### src/mmf_pkg.sv
// Shared types, widths and codes of the fixed-point matrix multiplier.
package mmf_pkg;

  localparam int unsigned MaxDimDefault = 8;
  localparam int unsigned DimW          = 4;
  localparam int unsigned IdxW          = 3;
  localparam int unsigned FuncW         = 2;
  localparam int unsigned CfgIdxW       = 2;
  localparam int unsigned ElemW         = 16;
  localparam int unsigned ProdW         = 2 * ElemW;
  localparam int unsigned SumW          = 35;

  localparam logic [DimW-1:0] DimReset = 4'd8;

  typedef enum logic [FuncW-1:0] {
    FUNC_LOAD_A  = 2'd0,
    FUNC_LOAD_B  = 2'd1,
    FUNC_COMPUTE = 2'd2
  } mmf_func_e;

  typedef enum logic [CfgIdxW-1:0] {
    CFG_ROWS_A     = 2'd0,
    CFG_INNER_SIZE = 2'd1,
    CFG_COLS_B     = 2'd2
  } mmf_cfg_e;

  // Bookkeeping that travels with each memory read through the MAC pipeline.
  typedef struct packed {
    logic [IdxW-1:0] row;
    logic [IdxW-1:0] col;
    logic            first_k;
    logic            last_k;
    logic            last_elem;
  } mmf_tag_t;

  // Address width of a memory of the given depth, at least one bit.
  function automatic int unsigned mmf_addr_w(int unsigned depth);
    return (depth > 1) ? $clog2(depth) : 1;
  endfunction

endpackage

### src/mmf_ram.sv
// Generic single-write, single-read synchronous RAM with registered read data.
module mmf_ram
  import mmf_pkg::*;
#(
  parameter int unsigned WIDTH = ElemW,
  parameter int unsigned DEPTH = MaxDimDefault * MaxDimDefault
) (
  input  logic                         clk_i,
  input  logic                         we_i,
  input  logic [mmf_addr_w(DEPTH)-1:0] waddr_i,
  input  logic [WIDTH-1:0]             wdata_i,
  input  logic [mmf_addr_w(DEPTH)-1:0] raddr_i,
  output logic [WIDTH-1:0]             rdata_o
);

  logic [WIDTH-1:0] mem_q [DEPTH];
  logic [WIDTH-1:0] rdata_q;

  always_ff @(posedge clk_i) begin
    if (we_i) begin
      mem_q[waddr_i] <= wdata_i;
    end
    rdata_q <= mem_q[raddr_i];
  end

  assign rdata_o = rdata_q;

endmodule

### src/mmf_mac.sv
// Two-stage multiply-accumulate unit that forms one dot product per tagged run.
module mmf_mac
  import mmf_pkg::*;
(
  input  logic                    clk_i,
  input  logic                    rst_ni,
  input  logic                    vld_i,
  input  mmf_tag_t                tag_i,
  input  logic signed [ElemW-1:0] a_i,
  input  logic signed [ElemW-1:0] b_i,
  output logic                    res_vld_o,
  output mmf_tag_t                res_tag_o,
  output logic signed [SumW-1:0]  res_sum_o
);

  logic                    vld1_q;
  mmf_tag_t                tag1_q;
  logic signed [ProdW-1:0] prod_q, prod_d;
  logic signed [SumW-1:0]  acc_q, acc_d;
  logic signed [SumW-1:0]  prod_ext;
  logic                    res_vld_q;
  mmf_tag_t                res_tag_q;

  assign prod_d   = a_i * b_i;
  assign prod_ext = {{(SumW - ProdW){prod_q[ProdW-1]}}, prod_q};

  always_comb begin
    acc_d = acc_q;
    if (vld1_q) begin
      acc_d = tag1_q.first_k ? prod_ext : acc_q + prod_ext;
    end
  end

  always_ff @(posedge clk_i or negedge rst_ni) begin
    if (!rst_ni) begin
      vld1_q    <= 1'b0;
      res_vld_q <= 1'b0;
    end else begin
      vld1_q    <= vld_i;
      res_vld_q <= vld1_q & tag1_q.last_k;
    end
  end

  always_ff @(posedge clk_i) begin
    if (vld_i) begin
      prod_q <= prod_d;
      tag1_q <= tag_i;
    end
    acc_q <= acc_d;
    if (vld1_q) begin
      res_tag_q <= tag1_q;
    end
  end

  assign res_vld_o = res_vld_q;
  assign res_tag_o = res_tag_q;
  assign res_sum_o = acc_q;

endmodule

### src/matrix_multiply_fixed.sv
// Top level of the fixed-point matrix multiplier: stores, sequencer and output register.
//
//   Channel  Direction  Handshake                Payload
//   in       sink       in_valid_i / in_stall_o  func, row_index, col_index, element_value
//   out      source     out_valid_o / out_stall_i out_row, out_col, product_value, last_flag
//   cfg      sink       cfg_we_i                 cfg_index_i, cfg_data_i
//
// A load request writes one entry of the A or B store.
// A compute request holds off the input (in_stall_o high) until its last sum is formed.
// For each element the sequencer issues one read per inner step, then waits while the read,
// multiply and accumulate stages drain.
// Reset clears control state only; the stores hold garbage until written.
// A stalled result holds in the output register and delays the next element's first read.
module matrix_multiply_fixed
  import mmf_pkg::*;
#(
  parameter int unsigned MAX_DIM = MaxDimDefault
) (
  input  logic                    clk_i,
  input  logic                    rst_ni,
  // Configuration write port.
  input  logic                    cfg_we_i,
  input  logic [CfgIdxW-1:0]      cfg_index_i,
  input  logic [DimW-1:0]         cfg_data_i,
  // Input request channel.
  input  logic                    in_valid_i,
  output logic                    in_stall_o,
  input  logic [FuncW-1:0]        func_i,
  input  logic [IdxW-1:0]         row_index_i,
  input  logic [IdxW-1:0]         col_index_i,
  input  logic signed [ElemW-1:0] element_value_i,
  // Result channel.
  output logic                    out_valid_o,
  input  logic                    out_stall_i,
  output logic [IdxW-1:0]         out_row_o,
  output logic [IdxW-1:0]         out_col_o,
  output logic signed [SumW-1:0]  product_value_o,
  output logic                    last_flag_o
);

  localparam int unsigned Depth = MAX_DIM * MAX_DIM;
  localparam int unsigned AddrW = mmf_addr_w(Depth);
  localparam logic [DimW-1:0]  MaxDimD = DimW'(MAX_DIM);
  localparam logic [AddrW-1:0] MaxDimA = AddrW'(MAX_DIM);

  typedef enum logic [2:0] {
    ST_IDLE  = 3'b001,
    ST_ISSUE = 3'b010,
    ST_DRAIN = 3'b100
  } mmf_state_e;

  // Configuration registers.
  logic [DimW-1:0] rows_a_q, inner_size_q, cols_b_q;

  always_ff @(posedge clk_i or negedge rst_ni) begin
    if (!rst_ni) begin
      rows_a_q     <= DimReset;
      inner_size_q <= DimReset;
      cols_b_q     <= DimReset;
    end else if (cfg_we_i) begin
      case (cfg_index_i)
        CFG_ROWS_A:     rows_a_q     <= cfg_data_i;
        CFG_INNER_SIZE: inner_size_q <= cfg_data_i;
        CFG_COLS_B:     cols_b_q     <= cfg_data_i;
        default: ;
      endcase
    end
  end

  // Effective dimensions: zero counts as one, anything above the store size is clamped.
  logic [DimW-1:0] nr, nk, nc;

  always_comb begin
    nr = rows_a_q;
    nk = inner_size_q;
    nc = cols_b_q;
    if (nr == '0) nr = DimW'(1);
    if (nk == '0) nk = DimW'(1);
    if (nc == '0) nc = DimW'(1);
    if (nr > MaxDimD) nr = MaxDimD;
    if (nk > MaxDimD) nk = MaxDimD;
    if (nc > MaxDimD) nc = MaxDimD;
  end

  // Sequencer state and loop counters.
  mmf_state_e      state_q, state_d;
  logic [IdxW-1:0] i_q, i_d, j_q, j_d, k_q, k_d;
  logic            out_valid_q, out_valid_d;

  logic in_accept, in_load, load_ok, we_a, we_b;
  logic issue, k_last, i_last, j_last;

  assign in_stall_o = (state_q != ST_IDLE);
  assign in_accept  = in_valid_i & ~in_stall_o;

  // Loads outside the store are dropped; loads beyond the current sizes are kept.
  assign load_ok = ({1'b0, row_index_i} < MaxDimD) && ({1'b0, col_index_i} < MaxDimD);
  assign in_load = in_accept & load_ok;
  assign we_a    = in_load & (func_i == FUNC_LOAD_A);
  assign we_b    = in_load & (func_i == FUNC_LOAD_B);

  assign k_last = ({1'b0, k_q} == nk - DimW'(1));
  assign i_last = ({1'b0, i_q} == nr - DimW'(1));
  assign j_last = ({1'b0, j_q} == nc - DimW'(1));

  // The first read of an element waits until the output register will be free.
  assign issue = (state_q == ST_ISSUE) &&
                 ((k_q != '0) || !out_valid_q || !out_stall_i);

  // MAC pipeline result.
  logic                   res_vld;
  mmf_tag_t               res_tag;
  logic signed [SumW-1:0] res_sum;

  always_comb begin
    state_d = state_q;
    i_d     = i_q;
    j_d     = j_q;
    k_d     = k_q;
    case (state_q)
      ST_IDLE: begin
        if (in_accept && (func_i == FUNC_COMPUTE)) begin
          state_d = ST_ISSUE;
          i_d     = '0;
          j_d     = '0;
          k_d     = '0;
        end
      end
      ST_ISSUE: begin
        if (issue) begin
          if (k_last) begin
            state_d = ST_DRAIN;
            k_d     = '0;
          end else begin
            k_d = k_q + IdxW'(1);
          end
        end
      end
      ST_DRAIN: begin
        // Wait for the element's sum to land in the output register.
        if (res_vld) begin
          if (i_last && j_last) begin
            state_d = ST_IDLE;
          end else begin
            state_d = ST_ISSUE;
            if (j_last) begin
              j_d = '0;
              i_d = i_q + IdxW'(1);
            end else begin
              j_d = j_q + IdxW'(1);
            end
          end
        end
      end
      default: state_d = ST_IDLE;
    endcase
  end

  always_ff @(posedge clk_i or negedge rst_ni) begin
    if (!rst_ni) begin
      state_q <= ST_IDLE;
      i_q     <= '0;
      j_q     <= '0;
      k_q     <= '0;
    end else begin
      state_q <= state_d;
      i_q     <= i_d;
      j_q     <= j_d;
      k_q     <= k_d;
    end
  end

  // Store addresses: loads write row-major, the sequencer reads A[i][k] and B[k][j].
  logic [AddrW-1:0] waddr, raddr_a, raddr_b;

  assign waddr   = AddrW'(row_index_i) * MaxDimA + AddrW'(col_index_i);
  assign raddr_a = AddrW'(i_q) * MaxDimA + AddrW'(k_q);
  assign raddr_b = AddrW'(k_q) * MaxDimA + AddrW'(j_q);

  logic [ElemW-1:0] rdata_a, rdata_b;

  mmf_ram #(
    .WIDTH (ElemW),
    .DEPTH (Depth)
  ) u_store_a (
    .clk_i   (clk_i),
    .we_i    (we_a),
    .waddr_i (waddr),
    .wdata_i (element_value_i),
    .raddr_i (raddr_a),
    .rdata_o (rdata_a)
  );

  mmf_ram #(
    .WIDTH (ElemW),
    .DEPTH (Depth)
  ) u_store_b (
    .clk_i   (clk_i),
    .we_i    (we_b),
    .waddr_i (waddr),
    .wdata_i (element_value_i),
    .raddr_i (raddr_b),
    .rdata_o (rdata_b)
  );

  // The tag is registered once behind the read, lining up with the registered read data.
  logic     rd_vld_q;
  mmf_tag_t rd_tag_q, rd_tag_d;

  always_comb begin
    rd_tag_d.row       = i_q;
    rd_tag_d.col       = j_q;
    rd_tag_d.first_k   = (k_q == '0);
    rd_tag_d.last_k    = k_last;
    rd_tag_d.last_elem = i_last & j_last;
  end

  always_ff @(posedge clk_i or negedge rst_ni) begin
    if (!rst_ni) begin
      rd_vld_q <= 1'b0;
    end else begin
      rd_vld_q <= issue;
    end
  end

  always_ff @(posedge clk_i) begin
    if (issue) begin
      rd_tag_q <= rd_tag_d;
    end
  end

  mmf_mac u_mac (
    .clk_i     (clk_i),
    .rst_ni    (rst_ni),
    .vld_i     (rd_vld_q),
    .tag_i     (rd_tag_q),
    .a_i       (rdata_a),
    .b_i       (rdata_b),
    .res_vld_o (res_vld),
    .res_tag_o (res_tag),
    .res_sum_o (res_sum)
  );

  // Output register: loaded by a finished sum, emptied when the result is taken.
  logic [IdxW-1:0]        out_row_q, out_col_q;
  logic signed [SumW-1:0] out_sum_q;
  logic                   out_last_q;

  always_comb begin
    out_valid_d = out_valid_q;
    if (res_vld) begin
      out_valid_d = 1'b1;
    end else if (!out_stall_i) begin
      out_valid_d = 1'b0;
    end
  end

  always_ff @(posedge clk_i or negedge rst_ni) begin
    if (!rst_ni) begin
      out_valid_q <= 1'b0;
    end else begin
      out_valid_q <= out_valid_d;
    end
  end

  always_ff @(posedge clk_i) begin
    if (res_vld) begin
      out_row_q  <= res_tag.row;
      out_col_q  <= res_tag.col;
      out_sum_q  <= res_sum;
      out_last_q <= res_tag.last_elem;
    end
  end

  assign out_valid_o     = out_valid_q;
  assign out_row_o       = out_row_q;
  assign out_col_o       = out_col_q;
  assign product_value_o = out_sum_q;
  assign last_flag_o     = out_last_q;

`ifndef ASSERT_OFF
  // A finished sum never lands on a result that is still waiting to be taken.
  a_no_overwrite: assert property (@(posedge clk_i) disable iff (!rst_ni)
    res_vld |-> !(out_valid_q && out_stall_i))
    else $error("finished sum overwrote a pending result");

  // Sums only complete while the sequencer waits for them.
  a_res_in_drain: assert property (@(posedge clk_i) disable iff (!rst_ni)
    res_vld |-> (state_q == ST_DRAIN))
    else $error("sum completed outside the drain phase");

  // Reads in flight always belong to an active compute request.
  a_read_busy: assert property (@(posedge clk_i) disable iff (!rst_ni)
    rd_vld_q |-> (state_q != ST_IDLE))
    else $error("store read in flight while idle");
`endif

endmodule

### config.mk
export PLATFORM = sky130hd
export DESIGN_NAME = matrix_multiply_fixed
export DESIGN_NICKNAME = d
export VERILOG_FILES = /design/src/mmf_pkg.sv /design/src/mmf_ram.sv /design/src/mmf_mac.sv /design/src/matrix_multiply_fixed.sv
export SDC_FILE = /design/constraint.sdc
export NUM_CORES = 2
export LEC_CHECK = 0
export BUFFER_PORTS_ARGS = -buffer_cell sky130_fd_sc_hd__buf_2
export CAP_MARGIN = 30
export CORE_UTILIZATION = 59
export DETAILED_ROUTE_END_ITERATION = 8
export PLACE_DENSITY = 0.75
export RECOVER_POWER = 100
export SETUP_SLACK_MARGIN = 0.4
export SLEW_MARGIN = 15
export SYNTH_ARGS = -nofsm -noshare
export SYNTH_HDL_FRONTEND = slang
export SYNTH_SLANG_ARGS = --single-unit
export TNS_END_PERCENT = 1
### constraint.sdc
create_clock -name clk_i -period 17.2 [get_ports clk_i]
set_input_delay 0.86 -clock clk_i [delete_from_list [all_inputs] [get_ports clk_i]]
set_output_delay 0.86 -clock clk_i [all_outputs]
set_load 0.01 [all_outputs]
==> impl_results.md <==
- Vias post-DR: 47,860
- CP required: approximately 18,000 ps
- Vias in the first global route: slightly below 50,000
- WP data arrival: between 10,000 and 15,000 ps
- Initial core utilization: 0.5962
- Post-Route Setup TNS: 0 ps
- Share of cells above drive strength 1: 0.1966
- Root buf cell: clkbuf_16
- Asr flop ratio synth: 0.01249
- ANT nets after route: 0
- # setup viols final: 0
- Final hold violation count: 0
- Failing checks: capacitance limit, slew limit
- Mapped Avg Cell Area: 20.22 sq um
- Top-area cell type share of the netlist area: 0.6821
- Area contributors post-synth: edfxtp_1 (68%), mux4_2 (16%), fa_1 (5.5%), ha_1 (1.6%), inv_1 (1.3%)
- Via density: 6.489
- Num rows: between 100 and 150
- DRT Wirelength: 228.9 mm
- Hold_buf cts: 0
- Max-slew violations: between 2,000 and 3,000
- Hold_sp: out_stall_i
- Clock tree from TritonCTS: yes
- First-pass GRT wire length: about 330 mm
- FF-to-FF path depth: 6
- Top FF cell, synth: edfxtp_1
- Post-layout util: 0.6558
- Die ar.: 164,400 sq um
- Net count after synthesis: slightly above 5,000
- Cells after synthesis: approximately 4,800
- Synthesis Warnings: 0
- FF+latch count, synth: between 2,000 and 2,500
- Final GP Congestion: 0.8780
- PD cells: ~100 nW/um^2
- VDD IR-drop max: 0.1177 mV
- Class of the worst hold path: in -> reg
- Critical path launch point: j_q[0]
- 1st-iter DRT viols: 6,102
- Area leader, netlist: edfxtp_1
- FMAX: roughly 100 MHz
- EDFF count, synth: between 2,000 and 2,500
- Chip Height: 405.5 um
- DP HPWL: between 100 and 150 mm
- Worst r2r src: j_q[0]
- Outcome: finished, violations left
- CP Capture Type: flip-flop
- RSZ-0062 raised after global routing: false
- Clk Latency, worst-skew pair: roughly 870 ps
- H-tree Lvls: 4
- Nature of the critical path startpoint: flip-flop
- Router iterations before antenna repair: 6
- Initial antenna violation count: 27
- Cell variety after synth: 70
- Maximum clock path buffer count: 3
- Num CTS Buffers: between 200 and 250
- Minimum clock period: between 9000 and 10,000 ps
- Slew headroom: -1.829
- Kind of critical path: reg -> reg
- Residual DRC: 0
- Grt ovf: 0
- IO Count: roughly 80
- Syn-to-layout area delta: 10.01%
- Worst-path maximum fanout: 43
- Chip width: around 400 um
- Hold WS: approximately 270 ps
- Clock skew: 51.81 ps
- Post-CTS sizing: 0
- Maxcap violations: 60
- Routed length per instance: roughly 31 um
- Leak: 35.00 nW
- Largest net degree at the start of global routing: around 120
- IO Port Bufs: 78
- Clock-pin slew of the registers on the worst-case setup and hold paths: 60 ps
- Hold path cells: 2
- Nets: about 5,500
- Post-CTS setup repair buffer count: 0
- Tcrit/Tclk final: 0.5683
- Gr usage total: 0.2808
- Worst Tran Pin Value: around 4200 ps
- Post-synthesis sequential area ratio: 0.6962
- Mapped cell area: 96,050 sq um
- Clock Sinks: around 2,200
- Core ar.: 161,100 sq um
==> path summary, 6_finish.rpt <==
kind                                        endpoint  slack, ps
worst max-delay path            u_store_b.rdata_o[1]       7430
worst min-delay path                     out_valid_o        270
worst max register to register  u_store_b.rdata_o[1]       7430
worst min register to register       u_mac.tag1_q[0]        410
max in group asynchronous                     k_q[2]      15650
min in group asynchronous            inner_size_q[0]        410
==> registers in the layout, indices dropped and copies added (netlist names), 3 cells and up <==
name,count
cols_b_q,4
u_store_a.rdata_o,16
rd_tag_q,9
u_store_a.mem_q,1024
i_q,3
product_value_o,35
state_q,3
u_mac.prod_q,32
u_mac.tag1_q,9
u_store_b.rdata_o,16
u_store_b.mem_q,1024
j_q,3
inner_size_q,4
k_q,3
out_row_o,3
rows_a_q,4
u_mac.res_sum_o,35
u_mac.res_tag_o,7
out_col_o,3
==> critical path, stage by stage, from the launching register on <==
cell	delay, ps
dfrtp_1	1950
clkbuf_1	2660
clkbuf_1	600
clkbuf_1	2360
mux4_2	740
mux4_2	610
mux4_2	560
==> synthesized netlist by cell type, types with 5 or more instances <==
cell type	instances
a211oi_1	6
a21o_1	37
a21oi_1	51
a31oi_1	8
and2_1	115
and3_1	9
buf_1	28
buf_2	44
buf_4	13
buf_6	8
clkbuf_1	121
dfrtp_1	24
dfxtp_1	32
edfxtp_1	2182
fa_1	263
ha_1	123
inv_1	320
mux2_2	13
mux4_2	672
nand2_1	209
nand2b_1	21
nand3_1	18
nand3b_1	6
nand4_1	8
nor2_1	173
nor2b_1	10
nor3_1	12
nor3b_1	8
nor4_1	5
nor4b_1	6
o21ai_0	56
o21bai_1	7
o31ai_1	7
xnor2_1	50
xor2_1	25
==> area by class of cell <==
| class | count | area, sq um |
|---|---|---|
| clock inverters | 113 | 973.4 |
| repair buffers | 287 | 1266 |
| well taps | 2160 | 2703 |
| diodes | 7 | 17.52 |
| clock buffers | 272 | 5634 |
| fillers | 10440 | 55450 |
| multi-input cells | 1973 | 26990 |
| inverters | 321 | 1205 |
| flip-flops and latches | 2242 | 66880 |
==> power breakdown <==
part	switching [W]	internal (W)
logic	0.000112	0.0000211
registers	0.00000408	0.00600
clock network	0.00201	0.00248
==> stage by stage <==
step / total power (W) / cell area (sq um) / setup slack [ps] / std cells
after floorplan: 0.006140 / 96050 / 11190 / 4750
after global placement: 0.006234 / 99620 / 10630 / 6954
after detailed placement: 0.006243 / 99750 / 10520 / 6967
after CTS: 0.01065 / 106400 / 10520 / 7352
after global routing: 0.01086 / 105700 / 6142 / 7372
final: 0.01062 / 105700 / 7426 / 7375
==> per-layer routing <==
metal / vias to the layer above / GRT usage / part of all wire
met5: - / 0 / 0.00066
met4: 22 / 0.07660 / 0.030
met3: 435 / 0.05746 / 0.10
met2: 2899 / 0.4463 / 0.49
met1: 25180 / 0.4023 / 0.38
li1: 19320 / - / -
==> cell usage in the layout, fill, tap and decap left out, types with 51 or more instances in the layout <==
| cell type | count |
|---|---|
| nor2_1 | 173 |
| fa_1 | 263 |
| clkinv_1 | 52 |
| inv_1 | 320 |
| clkbuf_1 | 296 |
| and2_1 | 108 |
| edfxtp_1 | 2182 |
| ha_1 | 123 |
| mux4_2 | 672 |
| o21ai_0 | 60 |
| a21oi_1 | 51 |
| nand2_1 | 209 |
| clkbuf_16 | 215 |
==> kinds of logic (layout without fill, tap and decap cells) <==
family	count (synthesis)	count (layout)	share of synthesized area
AO/OA/AOI/OAI	215	215	0.01439
multiplexers	687	687	0.1593
AND/OR/NAND/NOR	610	610	0.02986
adder cells (fa/ha/maj)	386	386	0.07084
buffers and inverters	535	993	0.02261
other	0	7	0
XOR/XNOR	75	75	0.006839
flip-flops	2242	2242	0.6962
Note: power is estimated with default switching activity, not from simulation.
